`config.mk`:
```
export PLATFORM = sky130hd
export DESIGN_NAME = jpeg_canonical_huffman_decoder_top
export DESIGN_NICKNAME = d
export VERILOG_FILES = /design/src/rtl/hcd_pkg.sv /design/src/rtl/hcd_symbol_store.sv /design/src/rtl/hcd_table_build.sv /design/src/rtl/hcd_code_match.sv /design/src/rtl/jpeg_canonical_huffman_decoder_top.sv
export SDC_FILE = /design/constraint.sdc
export NUM_CORES = 2
export LEC_CHECK = 0
export BUFFER_PORTS_ARGS = -buffer_cell sky130_fd_sc_hd__buf_2
export CORE_UTILIZATION = 40
export CTS_BUF_LIST = sky130_fd_sc_hd__clkbuf_16
export DETAILED_ROUTE_END_ITERATION = 8
export PLACE_DENSITY = 0.52
export SETUP_SLACK_MARGIN = 0.4
export SYNTH_ARGS = -nofsm -noshare
export SYNTH_HDL_FRONTEND = slang
export SYNTH_SLANG_ARGS = --single-unit
export TNS_END_PERCENT = 20
```
`constraint.sdc`:
```
create_clock -name clk -period 9.1 [get_ports clk]
set_clock_uncertainty 0.15 [all_clocks]
set_input_delay 0.91 -clock clk [delete_from_list [all_inputs] [get_ports clk]]
set_output_delay 0.91 -clock clk [all_outputs]
set_load 0.01 [all_outputs]
```
`src/rtl/hcd_pkg.sv`:
```
// Shared constants, codes and types of the canonical Huffman decoder.
package hcd_pkg;

	localparam int MAX_CODE_LENGTH = 16;
	localparam int SYMBOL_DEPTH    = 256;
	localparam int NUM_LENGTHS     = 16;
	localparam int CODE_W          = 16;
	localparam int MAXC_W          = 17;
	localparam int CNT_W           = 9;
	localparam int CNT_SAT         = 511;
	localparam int SYM_AW          = $clog2(SYMBOL_DEPTH);
	localparam int LEN_W           = 5;
	localparam int IDX_W           = 4;
	localparam int OFF_W           = 19;
	localparam logic [7:0] ERR_SYMBOL = 8'hFF;

	typedef enum logic {
		CMD_LOAD   = 1'b0,
		CMD_DECODE = 1'b1
	} cmd_t;

	typedef enum logic [1:0] {
		ST_DECODED  = 2'd0,
		ST_NO_MATCH = 2'd1,
		ST_OVERFLOW = 2'd2
	} status_t;

	typedef struct packed {
		logic [MAXC_W-1:0] max_code;
		logic [CODE_W-1:0] min_code;
		logic [CNT_W-1:0]  value_pointer;
	} len_entry_t;

	typedef struct packed {
		logic              we;
		logic [SYM_AW-1:0] addr;
		logic [7:0]        data;
	} store_wr_t;

	typedef struct packed {
		logic              emit;
		logic              use_store;
		logic [LEN_W-1:0]  length;
		status_t           status;
		logic [SYM_AW-1:0] addr;
	} dec_result_t;

endpackage

```
`src/rtl/hcd_symbol_store.sv`:
```
// Symbol store: one write port, one registered read port.
module hcd_symbol_store (
	input  logic                      clk,
	input  hcd_pkg::store_wr_t        wr,
	input  logic                      rd_en,
	input  logic [hcd_pkg::SYM_AW-1:0] rd_addr,
	output logic [7:0]                rd_data
);

	logic [7:0] mem [hcd_pkg::SYMBOL_DEPTH];

	always_ff @(posedge clk) begin
		if (wr.we) begin
			mem[wr.addr] <= wr.data;
		end
		if (rd_en) begin
			rd_data <= mem[rd_addr];
		end
	end

endmodule

```
`src/rtl/hcd_table_build.sv`:
```
// Table builder: per-length mincode, maxcode and value pointer from DHT bytes.
module hcd_table_build (
	input  logic                clk,
	input  logic                arst_n,
	input  logic                load_en,
	input  logic                table_start,
	input  logic [7:0]          table_byte,
	output hcd_pkg::len_entry_t tables [hcd_pkg::NUM_LENGTHS],
	output hcd_pkg::store_wr_t  wr,
	output logic                overflow
);

	hcd_pkg::len_entry_t             tables_q [hcd_pkg::NUM_LENGTHS];
	logic [hcd_pkg::IDX_W:0]         load_index_q;
	logic [hcd_pkg::MAXC_W-1:0]      build_code_q;
	logic [hcd_pkg::CNT_W-1:0]       symbol_total_q;
	logic [hcd_pkg::CNT_W-1:0]       symbols_loaded_q;

	logic [hcd_pkg::IDX_W:0]         idx_eff;
	logic [hcd_pkg::IDX_W-1:0]       idx_sel;
	logic [hcd_pkg::MAXC_W-1:0]      build_eff;
	logic [hcd_pkg::CNT_W-1:0]       total_eff;
	logic [hcd_pkg::CNT_W-1:0]       loaded_eff;
	logic                            count_phase;
	logic [hcd_pkg::CNT_W:0]         total_sum;
	logic [hcd_pkg::CNT_W-1:0]       total_next;
	logic [hcd_pkg::MAXC_W-1:0]      build_plus;
	logic [hcd_pkg::MAXC_W-1:0]      build_next;
	logic [hcd_pkg::MAXC_W-1:0]      max_new;
	logic                            pending;
	logic                            in_store;
	logic [hcd_pkg::IDX_W:0]         idx_upd;
	logic [hcd_pkg::MAXC_W-1:0]      build_upd;
	logic [hcd_pkg::CNT_W-1:0]       total_upd;
	logic [hcd_pkg::CNT_W-1:0]       loaded_upd;

	// A table start clears the build state before this byte is used.
	always_comb begin
		idx_eff     = table_start ? '0 : load_index_q;
		idx_sel     = idx_eff[hcd_pkg::IDX_W-1:0];
		build_eff   = table_start ? '0 : build_code_q;
		total_eff   = table_start ? '0 : symbol_total_q;
		loaded_eff  = table_start ? '0 : symbols_loaded_q;
		count_phase = idx_eff < (hcd_pkg::IDX_W + 1)'(hcd_pkg::NUM_LENGTHS);
		total_sum   = {1'b0, total_eff} + (hcd_pkg::CNT_W + 1)'(table_byte);
		total_next  = (total_sum > (hcd_pkg::CNT_W + 1)'(hcd_pkg::CNT_SAT)) ?
			'1 : total_sum[hcd_pkg::CNT_W-1:0];
		build_plus  = build_eff + hcd_pkg::MAXC_W'(table_byte);
		build_next  = {build_plus[hcd_pkg::MAXC_W-2:0], 1'b0};
		max_new     = build_plus - hcd_pkg::MAXC_W'(1);
		pending     = loaded_eff < total_eff;
		in_store    = loaded_eff < hcd_pkg::CNT_W'(hcd_pkg::SYMBOL_DEPTH);
		idx_upd     = count_phase ? idx_eff + (hcd_pkg::IDX_W + 1)'(1) : idx_eff;
		build_upd   = count_phase ? build_next : build_eff;
		total_upd   = count_phase ? total_next : total_eff;
		// past the store, the count saturates at CNT_SAT
		loaded_upd  = (!count_phase && pending &&
			(in_store || loaded_eff != hcd_pkg::CNT_W'(hcd_pkg::CNT_SAT))) ?
			loaded_eff + hcd_pkg::CNT_W'(1) : loaded_eff;
	end

	always_comb begin
		wr.we    = load_en && !count_phase && pending && in_store;
		wr.addr  = loaded_eff[hcd_pkg::SYM_AW-1:0];
		wr.data  = table_byte;
		overflow = load_en && !count_phase && pending && !in_store;
	end

	assign tables = tables_q;

	always_ff @(posedge clk or negedge arst_n) begin
		if (!arst_n) begin
			for (int i = 0; i < hcd_pkg::NUM_LENGTHS; i++) begin
				tables_q[i].max_code      <= '1;
				tables_q[i].min_code      <= '0;
				tables_q[i].value_pointer <= '0;
			end
			load_index_q     <= '0;
			build_code_q     <= '0;
			symbol_total_q   <= '0;
			symbols_loaded_q <= '0;
		end else if (load_en) begin
			for (int i = 0; i < hcd_pkg::NUM_LENGTHS; i++) begin
				if (count_phase && idx_sel == hcd_pkg::IDX_W'(i)) begin
					if (table_byte != 8'd0) begin
						tables_q[i].value_pointer <= total_eff;
						tables_q[i].min_code      <= build_eff[hcd_pkg::CODE_W-1:0];
						tables_q[i].max_code      <= max_new;
					end else begin
						tables_q[i].value_pointer <= '0;
						tables_q[i].min_code      <= '0;
						tables_q[i].max_code      <= '1;
					end
				end else if (table_start) begin
					tables_q[i].max_code <= '1;
				end
			end
			load_index_q     <= idx_upd;
			build_code_q     <= build_upd;
			symbol_total_q   <= total_upd;
			symbols_loaded_q <= loaded_upd;
		end
	end

endmodule

```
`src/rtl/hcd_code_match.sv`:
```
// Code matcher: shifts in one bit and compares against maxcode at that length.
module hcd_code_match (
	input  logic                 clk,
	input  logic                 arst_n,
	input  logic                 dec_en,
	input  logic                 code_bit,
	input  hcd_pkg::len_entry_t  tables [hcd_pkg::NUM_LENGTHS],
	output hcd_pkg::dec_result_t res
);

	logic [hcd_pkg::CODE_W-1:0] acc_q;
	logic [hcd_pkg::LEN_W-1:0]  bits_q;

	logic [hcd_pkg::CODE_W-1:0] acc_sh;
	logic [hcd_pkg::LEN_W-1:0]  len;
	logic [hcd_pkg::LEN_W-1:0]  len_m1;
	hcd_pkg::len_entry_t        ent;
	logic                       hit;
	logic                       no_match;
	logic [hcd_pkg::OFF_W-1:0]  off;
	logic                       in_range;

	always_comb begin
		acc_sh = {acc_q[hcd_pkg::CODE_W-2:0], code_bit};
		len    = (bits_q < hcd_pkg::LEN_W'(hcd_pkg::MAX_CODE_LENGTH)) ?
			bits_q + hcd_pkg::LEN_W'(1) : bits_q;
		len_m1 = len - hcd_pkg::LEN_W'(1);
		ent    = tables[len_m1[hcd_pkg::IDX_W-1:0]];
		// a maxcode with its top bit set is negative: never matches
		hit    = !ent.max_code[hcd_pkg::MAXC_W-1] &&
			({1'b0, acc_sh} <= ent.max_code);
		no_match = !hit && (len >= hcd_pkg::LEN_W'(hcd_pkg::MAX_CODE_LENGTH));
		// two's complement offset; the sign bit flags a negative result
		off = hcd_pkg::OFF_W'(ent.value_pointer) + hcd_pkg::OFF_W'(acc_sh)
			- hcd_pkg::OFF_W'(ent.min_code);
		in_range = !off[hcd_pkg::OFF_W-1] &&
			(off < hcd_pkg::OFF_W'(hcd_pkg::SYMBOL_DEPTH));
	end

	always_comb begin
		res.emit      = dec_en && (hit || no_match);
		res.use_store = hit && in_range;
		res.length    = len;
		res.addr      = off[hcd_pkg::SYM_AW-1:0];
		if (!hit) begin
			res.status = hcd_pkg::ST_NO_MATCH;
		end else if (in_range) begin
			res.status = hcd_pkg::ST_DECODED;
		end else begin
			res.status = hcd_pkg::ST_OVERFLOW;
		end
	end

	always_ff @(posedge clk or negedge arst_n) begin
		if (!arst_n) begin
			acc_q  <= '0;
			bits_q <= '0;
		end else if (dec_en) begin
			if (hit || no_match) begin
				acc_q  <= '0;
				bits_q <= '0;
			end else begin
				acc_q  <= acc_sh;
				bits_q <= len;
			end
		end
	end

endmodule

```
`src/rtl/jpeg_canonical_huffman_decoder_top.sv`:
```
// An input word is registered in stage one, its result in stage two. Throughput:
// one input word per cycle unless the output stalls; each bit needs one maxcode
// compare and the symbol store is read once, its registered read data feeding
// the output. While a result waits, an input word is taken only into an empty
// stage one. Reset (arst_n low, asynchronous) empties both stages, clears the
// code and sets every maxcode to no codes; the symbol store is not cleared.
module jpeg_canonical_huffman_decoder_top (
	input  logic        clk,
	input  logic        arst_n,
	input  logic        in_valid,
	output logic        in_ready,
	input  logic        command,
	input  logic        table_start,
	input  logic [7:0]  table_byte,
	input  logic        code_bit,
	output logic        out_valid,
	input  logic        out_ready,
	output logic [7:0]  symbol,
	output logic [4:0]  code_length,
	output logic [1:0]  status
);

	logic                       valid_s1;
	hcd_pkg::cmd_t              cmd_s1;
	logic                       start_s1;
	logic [7:0]                 byte_s1;
	logic                       bit_s1;

	logic                       valid_s2;
	logic                       use_store_s2;
	logic [hcd_pkg::LEN_W-1:0]  len_s2;
	hcd_pkg::status_t           status_s2;

	logic                       s2_free;
	logic                       advance;
	logic                       load_en;
	logic                       dec_en;
	logic                       overflow;
	hcd_pkg::len_entry_t        tables [hcd_pkg::NUM_LENGTHS];
	hcd_pkg::store_wr_t         wr;
	hcd_pkg::dec_result_t       dec;
	logic [7:0]                 rd_data;

	assign s2_free  = !valid_s2 || out_ready;
	assign advance  = valid_s1 && s2_free;
	assign in_ready = !valid_s1 || s2_free;
	assign load_en  = advance && (cmd_s1 == hcd_pkg::CMD_LOAD);
	assign dec_en   = advance && (cmd_s1 == hcd_pkg::CMD_DECODE);

	always_ff @(posedge clk or negedge arst_n) begin
		if (!arst_n) begin
			valid_s1 <= 1'b0;
		end else if (in_ready) begin
			valid_s1 <= in_valid;
		end
	end

	always_ff @(posedge clk) begin
		if (in_valid && in_ready) begin
			cmd_s1   <= hcd_pkg::cmd_t'(command);
			start_s1 <= table_start;
			byte_s1  <= table_byte;
			bit_s1   <= code_bit;
		end
	end

	hcd_table_build u_build (
		.clk         (clk),
		.arst_n      (arst_n),
		.load_en     (load_en),
		.table_start (start_s1),
		.table_byte  (byte_s1),
		.tables      (tables),
		.wr          (wr),
		.overflow    (overflow)
	);

	hcd_code_match u_match (
		.clk      (clk),
		.arst_n   (arst_n),
		.dec_en   (dec_en),
		.code_bit (bit_s1),
		.tables   (tables),
		.res      (dec)
	);

	hcd_symbol_store u_store (
		.clk     (clk),
		.wr      (wr),
		.rd_en   (dec.emit && dec.use_store),
		.rd_addr (dec.addr),
		.rd_data (rd_data)
	);

	always_ff @(posedge clk or negedge arst_n) begin
		if (!arst_n) begin
			valid_s2 <= 1'b0;
		end else if (s2_free) begin
			valid_s2 <= overflow || dec.emit;
		end
	end

	always_ff @(posedge clk) begin
		if (advance) begin
			if (cmd_s1 == hcd_pkg::CMD_LOAD) begin
				use_store_s2 <= 1'b0;
				len_s2       <= '0;
				status_s2    <= hcd_pkg::ST_OVERFLOW;
			end else begin
				use_store_s2 <= dec.use_store;
				len_s2       <= dec.length;
				status_s2    <= dec.status;
			end
		end
	end

	assign out_valid   = valid_s2;
	assign symbol      = use_store_s2 ? rd_data : hcd_pkg::ERR_SYMBOL;
	assign code_length = len_s2;
	assign status      = status_s2;

endmodule

```
# == Word-level counts from Yosys, hierarchy flattened ==
# Memories as Yosys holds them, arrays and structs flattened. A register that Yosys moved wholly into a read port is not among the register bits.
# Index checks and enable logic that the tools add are counted.
# word_totals
in_bits,15
ram_bits,2048
n_memories,1
out_inout_bits,17
reg_bits,753
word_cells,232
# op_classes
mux,38
n_addsub,9
bitwise,2
eq_ne,16
reduce_logical,94
order_cmp,9
# mem_list
memory,depth,width,read_ports,rd_ports_with_merged_regs,write_ports,line,source
u_store.mem,256,8,1,1,1,hcd_symbol_store.sv:10,logic [7:0] mem [hcd_pkg::SYMBOL_DEPTH];
# ops
operator,count
17-bit 2-to-1 mux,19
42-bit binary-select mux with 4-bit select,1
42-bit 2-to-1 mux,3
2-bit AND reduction,32
9-bit 2-to-1 mux,5
"4-bit equality test, second input constant",8
1-bit logical AND,32
2-bit nonzero test,16
5-bit 2-to-1 mux,4
"19-bit by 9-bit < comparator with 1-bit output, second input constant",1
19-bit by 16-bit subtractor with 19-bit output,1
17-bit by 8-bit adder with 17-bit output,1
9-bit by 16-bit adder with 17-bit output,1
16-bit by 17-bit <= comparator with 1-bit output,1
"17-bit by 1-bit subtractor with 17-bit output, second input constant",1
"4-bit by 3-bit equality test with 1-bit output, second input constant",4
15-bit 2-to-1 mux,1
"5-bit by 1-bit adder with 5-bit output, second input constant",2
9-bit by 8-bit adder with 10-bit output,1
"5-bit >= comparator, second input constant",2
"10-bit by 9-bit > comparator with 1-bit output, second input constant",1
"5-bit < comparator, second input constant",2
"9-bit by 1-bit adder with 9-bit output, second input constant",1
9-bit < comparator,1
other kinds (14),27

# == Longest topological paths before layout ==
# depth
depth_word,14
depth_mapped,32
mapped_depth_nobuf,28

# == Modules after synthesis ==
# From an unflattened synthesis, not the netlist that was laid out.
# unflattened
hier_cells,7744
area_unflattened_um2,117874.3
# by_module_without_submodules
mod,area_each_um2,seq_area_each_um2,cells_per_inst,instances
hcd_symbol_store,79636.4,61739.2,3733,1
hcd_table_build,29301.9,18157.4,2881,1
hcd_code_match,8142.8,500.5,1083,1
jpeg_canonical_huffman_decoder_top,793.3,620.6,47,1

# == Worst setup path before layout ==
# Ideal clock, no wire load.
# synth_timing
path_kind,reg2reg
startpoint,reg u_match.bits_q[0] (netlist name)
endpoint,"reg u_store.rd_data[0], read port of u_store.mem, enable pin"
required_time_ns,8.567
n_path_buf,4
path_slack_ns,1.864
synth_period_minus_slack_ns,7.236
setup_time_ns,0.383
stages_incl_launch_ff,27
arrival_time_ns,6.702
cell_sequence,dfrtp_1 ha_1 mux2i_1 ha_1 clkbuf_1 clkbuf_1 clkbuf_1 clkbuf_1 mux4_2 mux2i_1 a21oi_1 ha_1 fa_1 a21o_1 a21oi_1 nand2b_1 nand2b_1 a21oi_1 xnor2_1 ha_1 a211o_1 o31a_1 nand2b_1 mux2_2 nor4_1 o211ai_1 nor3_1
# synth_via
elab_chain_cells,14
word_cells_on_any_way,23
cone_classes,4 x add/sub; 4 x order compare; 4 x mux; 1 x bitwise; 10 x reduce/logical
# synth_rtl
item,line,source
"start, declared",hcd_code_match.sv:12,logic [hcd_pkg::LEN_W-1:0] bits_q;
"start signal, assigned",hcd_code_match.sv:64,bits_q <= len;
5-bit by 1-bit adder with 5-bit output / 5-bit < comparator (equally long branches),"hcd_code_match.sv:26, hcd_code_match.sv:25",
5-bit 2-to-1 mux (*),hcd_code_match.sv:25,len = (bits_q < hcd_pkg::LEN_W'(hcd_pkg::MAX_CODE_LENGTH)) ?
"parallel branches: the longest is 11 deep, another holds 19-bit by 16-bit subtractor with 19-bit output",n/a,
1-bit logical AND (*),jpeg_canonical_huffman_decoder_top.sv:90,".rd_en (dec.emit && dec.use_store),"
named net u_store.rd_en,hcd_symbol_store.sv:5,"input logic rd_en,"
"end, declared",hcd_symbol_store.sv:7,output logic [7:0] rd_data
# Mark *: on every way through the listed nets, which the timed path passes. The select of a mux whose other input is x is not followed.
# A chain may end at the register's enable or synchronous reset.

# == Final worst setup path ==
# layout_timing
startpoint,reg u_match.bits_q[0] (netlist name)
endpoint,"reg u_store.rd_data[0], read port of u_store.mem, data pin"
# layout_via
elab_chain_cells,14
word_cells_on_any_way,23
cone_classes,4 x add/sub; 4 x order compare; 4 x mux; 1 x bitwise; 10 x reduce/logical
# layout_rtl
item,line
5-bit by 1-bit adder with 5-bit output / 5-bit < comparator (equally long branches),"hcd_code_match.sv:26, hcd_code_match.sv:25"
5-bit 2-to-1 mux (*),hcd_code_match.sv:25
"parallel branches: the longest is 12 deep, another holds 19-bit by 16-bit subtractor with 19-bit output",n/a
# Every way passes the cells marked *. The select of a mux whose other input is x is not followed.

==> impl_metrics.json <==
{
  "synth_seq_cells": 2809,
  "critPathTopFamily": "compound AO/OA/AOI/OAI gates",
  "finalSetupTns_ns": 0,
  "tritoncts": "yes",
  "max_freq_ghz": 0.127,
  "vias": 63800,
  "yosysWarningCount": 0,
  "final_common_cell": "edfxtp_1",
  "path_class": "flip-flop to flip-flop",
  "final_cell_mix": "edfxtp_1 (2,075), o21ai_0 (778), mux4_2 (771), nand2_1 (760), dfrtp_1 (462)",
  "port_buffers": 31,
  "worstMarginPinSlew_ns": 1.23,
  "fp.coreArea_mm2": 0.288,
  "grt_pass1_wl_mm": 469,
  "crit_cells": 19,
  "end_kind": "flip-flop",
  "crit_chain": "ha_1 > mux2i_1 > ha_4 > xor2_4 > buf_4 > nor2b_1 > a211oi_1 > a21oi_1 > ha_1 > a21oi_1 > xnor2_1 > ha_1 > o21ai_1 > a2111oi_0 > a211o_2 > buf_4 > a21oi_1 > o21ai_0 > nand4_1",
  "grt_max_degree": 185,
  "numCtsBuffers": 304,
  "drive_above_1_share": 0.246,
  "synth_xor_xnor_area_share": 0.00547,
  "rsz0062_at_grt": "false",
  "vias_per_cell": 5.76,
  "die_w_um": 541,
  "synth-compound-area-share": 0.0559,
  "clk_pin_slew_ns": 0.06,
  "final_hold_viol_count": 0,
  "critPathLaunch": "u_match.bits_q[0]",
  "reg2reg_from": "u_match.bits_q[0]",
  "initial_core_util": 0.403,
  "final-setup-viol-count": 0,
  "ios": 32,
  "drtAntennaViolNets": 0,
  "antenna_found_initial": 10,
  "wl_mm": 322,
  "syn-instance-count": 7026,
  "r2r_end": "u_store.rd_data[0]",
  "clkSinkCount": 2809,
  "cts_resized": 0,
  "syn_avg_cell_area_um2": 16.5,
  "required_ns": 9.55,
  "rows": 197,
  "post-route-period-util": 0.863,
  "async_reset_ff_frac": 0.261,
  "hold_class": "primary input to flip-flop",
  "synth_fa_ha_area_frac": 0.00898,
  "rr_worst_depth": 19,
  "place_congestion": 0.830,
  "fin_nets": 7154,
  "avgRoutedWirePerCell_um": 29.1,
  "synth_nets": 7122,
  "remaining_drc_errors": 0,
  "die_area_mm2": 0.293,
  "synth_top_family_by_area": "multiplexers",
  "drv_cap": 0,
  "grt-ovfl-total": 0,
  "slew_headroom": 0.177,
  "worstPathMaxFanout": 29,
  "clk_path_buf_depth": 4,
  "r2r_slack_ns": 1.25,
  "synth_area_mm2": 0.116,
  "status": "complete, no violations",
  "drtIter0Drc": 6010,
  "slowest_stage": "a2111oi_0",
  "drv_slew": 0,
  "fin_crit_ns": 7.85,
  "synth_seq_area_share": 0.697,
  "die_h_um": 541,
  "synth_top_flop_cell": "edfxtp_1",
  "muxShareOfSynthArea": 0.158,
  "crit_arrival_ns": 8.31,
  "clkLatencyLatePin_ns": 0.90,
  "crit_buf_inv": 2,
  "area_growth_pct": 12.6,
  "startpoint_type": "flip-flop",
  "crit_end": "u_store.rd_data[0]",
  "ys_types": 90,
  "cts-root-buf": "clkbuf_16",
  "slowest_delay_ns": 0.91,
  "synthSimpleGateAreaFrac": 0.0552,
  "hpwl_mm": 190,
  "synth-edff-count": 2075,
  "grt.total_usage": 0.220,
  "grt_pass1_vias": 64400,
  "drtPass1Iterations": 5,
  "htree_levels": 5
}
-- worst min-delay path by stage --
stage                                   start                         to  slack [ns]  cells past startpoint
floorplan           u_build.symbol_total_q[1]  u_build.symbol_total_q[1]        0.29                      2
global placement    u_build.symbol_total_q[1]  u_build.symbol_total_q[1]        0.30                      2
detailed placement  u_build.symbol_total_q[2]  u_build.symbol_total_q[2]        0.31                      2
CTS                             table_byte[5]                 byte_s1[5]        0.01                      1
global route                    table_byte[5]                 byte_s1[5]        0.05                      1
finish                            table_start                   start_s1        0.07                      1
-- metrics by stage --
stage | worst slack, ns | util | std cells | hold slack, ns | instance area, um2
CTS | 1.29 | 0.453 | 11100 | 0.0109 | 131000
finish | 1.25 | 0.453 | 11100 | 0.0738 | 131000
detailed placement | 1.30 | 0.420 | 10500 | 0.308 | 121000
global placement | 1.24 | 0.420 | 10500 | 0.305 | 121000
floorplan | 1.86 | - | 7026 | 0.290 | 116000
global route | 0.864 | 0.453 | 11100 | 0.0466 | 131000
-- repair_timing --
| action | in CTS | in global routing |
|---|---|---|
| setup buffers | 0 | 0 |
| endpoints found under the hold margin | 48 | 0 |
| hold buffers | 10 | 0 |
-- cells by family after synthesis --
group / after synthesis
flops: 2809
simple gates: 1503
compound gates: 1158
mux: 871
buf+inv: 537
fa+ha+maj: 81
xor+xnor: 67
-- cell type report --
cell class	count	area, um2
fill	25000	158000
sequential	2809	81000
multi-input combinational	3680	33400
clock buffer	312	7810
tap	3781	4730
timing repair buffer	227	2060
clock inverter	227	1620
inverter	36	135
antenna	6	15.0
-- worst reg2reg max path: stages, from the launching register on --
cell and delay, ns:
dfrtp_1 0.48, ha_1 0.33, mux2i_1 0.36, ha_4 0.24
xor2_4 0.69, buf_4 0.44, nor2b_1 0.10, a211oi_1 0.23
a21oi_1 0.10, ha_1 0.35, a21oi_1 0.26, xnor2_1 0.10
ha_1 0.55, o21ai_1 0.19, a2111oi_0 0.92, a211o_2 0.81
buf_4 0.38, a21oi_1 0.08, o21ai_0 0.65, nand4_1 0.18
-- state kept, by name, indices dropped and copies added (netlist names) --
register                  count
u_build.build_code_q         17
bit_s1                        1
u_store.mem                2048
u_store.rd_data               8
u_build.tables              672
code_length                   5
byte_s1                       8
valid_s1                      1
cmd_s1                        1
u_match.acc_q                15
status                        2
use_store_s2                  1
start_s1                      1
u_build.symbol_total_q        9
out_valid                     1
u_match.bits_q                5
u_build.load_index_q          5
u_build.symbols_loaded_q      9
-- cells in the mapped netlist (5+ instances only) --
cell	number	area (um2)
a21o_1	22	165
nor4_1	5	31.3
dfrtp_1	462	11600
a311oi_1	6	52.6
o21ai_1	5	25.0
buf_2	77	385
inv_1	34	128
o21a_1	5	37.5
ha_1	77	963
a21oi_1	174	871
edfxtp_1	2075	62300
a31oi_1	15	93.8
xnor2_1	32	280
buf_1	33	124
or3_1	8	50.1
o32a_1	32	320
nand3_1	87	435
mux2_2	33	372
mux4_2	771	17400
dfstp_2	272	7150
a21oi_2	13	114
a211o_1	6	52.6
o211ai_1	9	67.6
nor2_1	382	1430
mux2i_1	66	661
a211oi_1	23	173
a32oi_1	6	52.6
o21ai_0	778	3890
nand4b_1	10	87.6
clkbuf_1	383	1440
and3_1	16	100
and2_1	14	87.6
nand4_1	30	188
nand2_1	760	2850
nor3_1	90	450
nand2b_1	36	225
xor2_1	30	263
a22o_1	19	166
nor2b_1	37	231
buf_4	6	45.0
-- layer usage --
layer,track usage,vias up,routed length [um]
li1,-,27400,-
met1,0.307,33900,138000
met2,0.360,1969,156000
met3,0.0301,458,17700
met4,0.0635,0,9320
met5,0,-,0
Power is left out: the tool's default activity adds up to more than one toggle a clock period on the data nets, which glitch-free logic cannot reach.
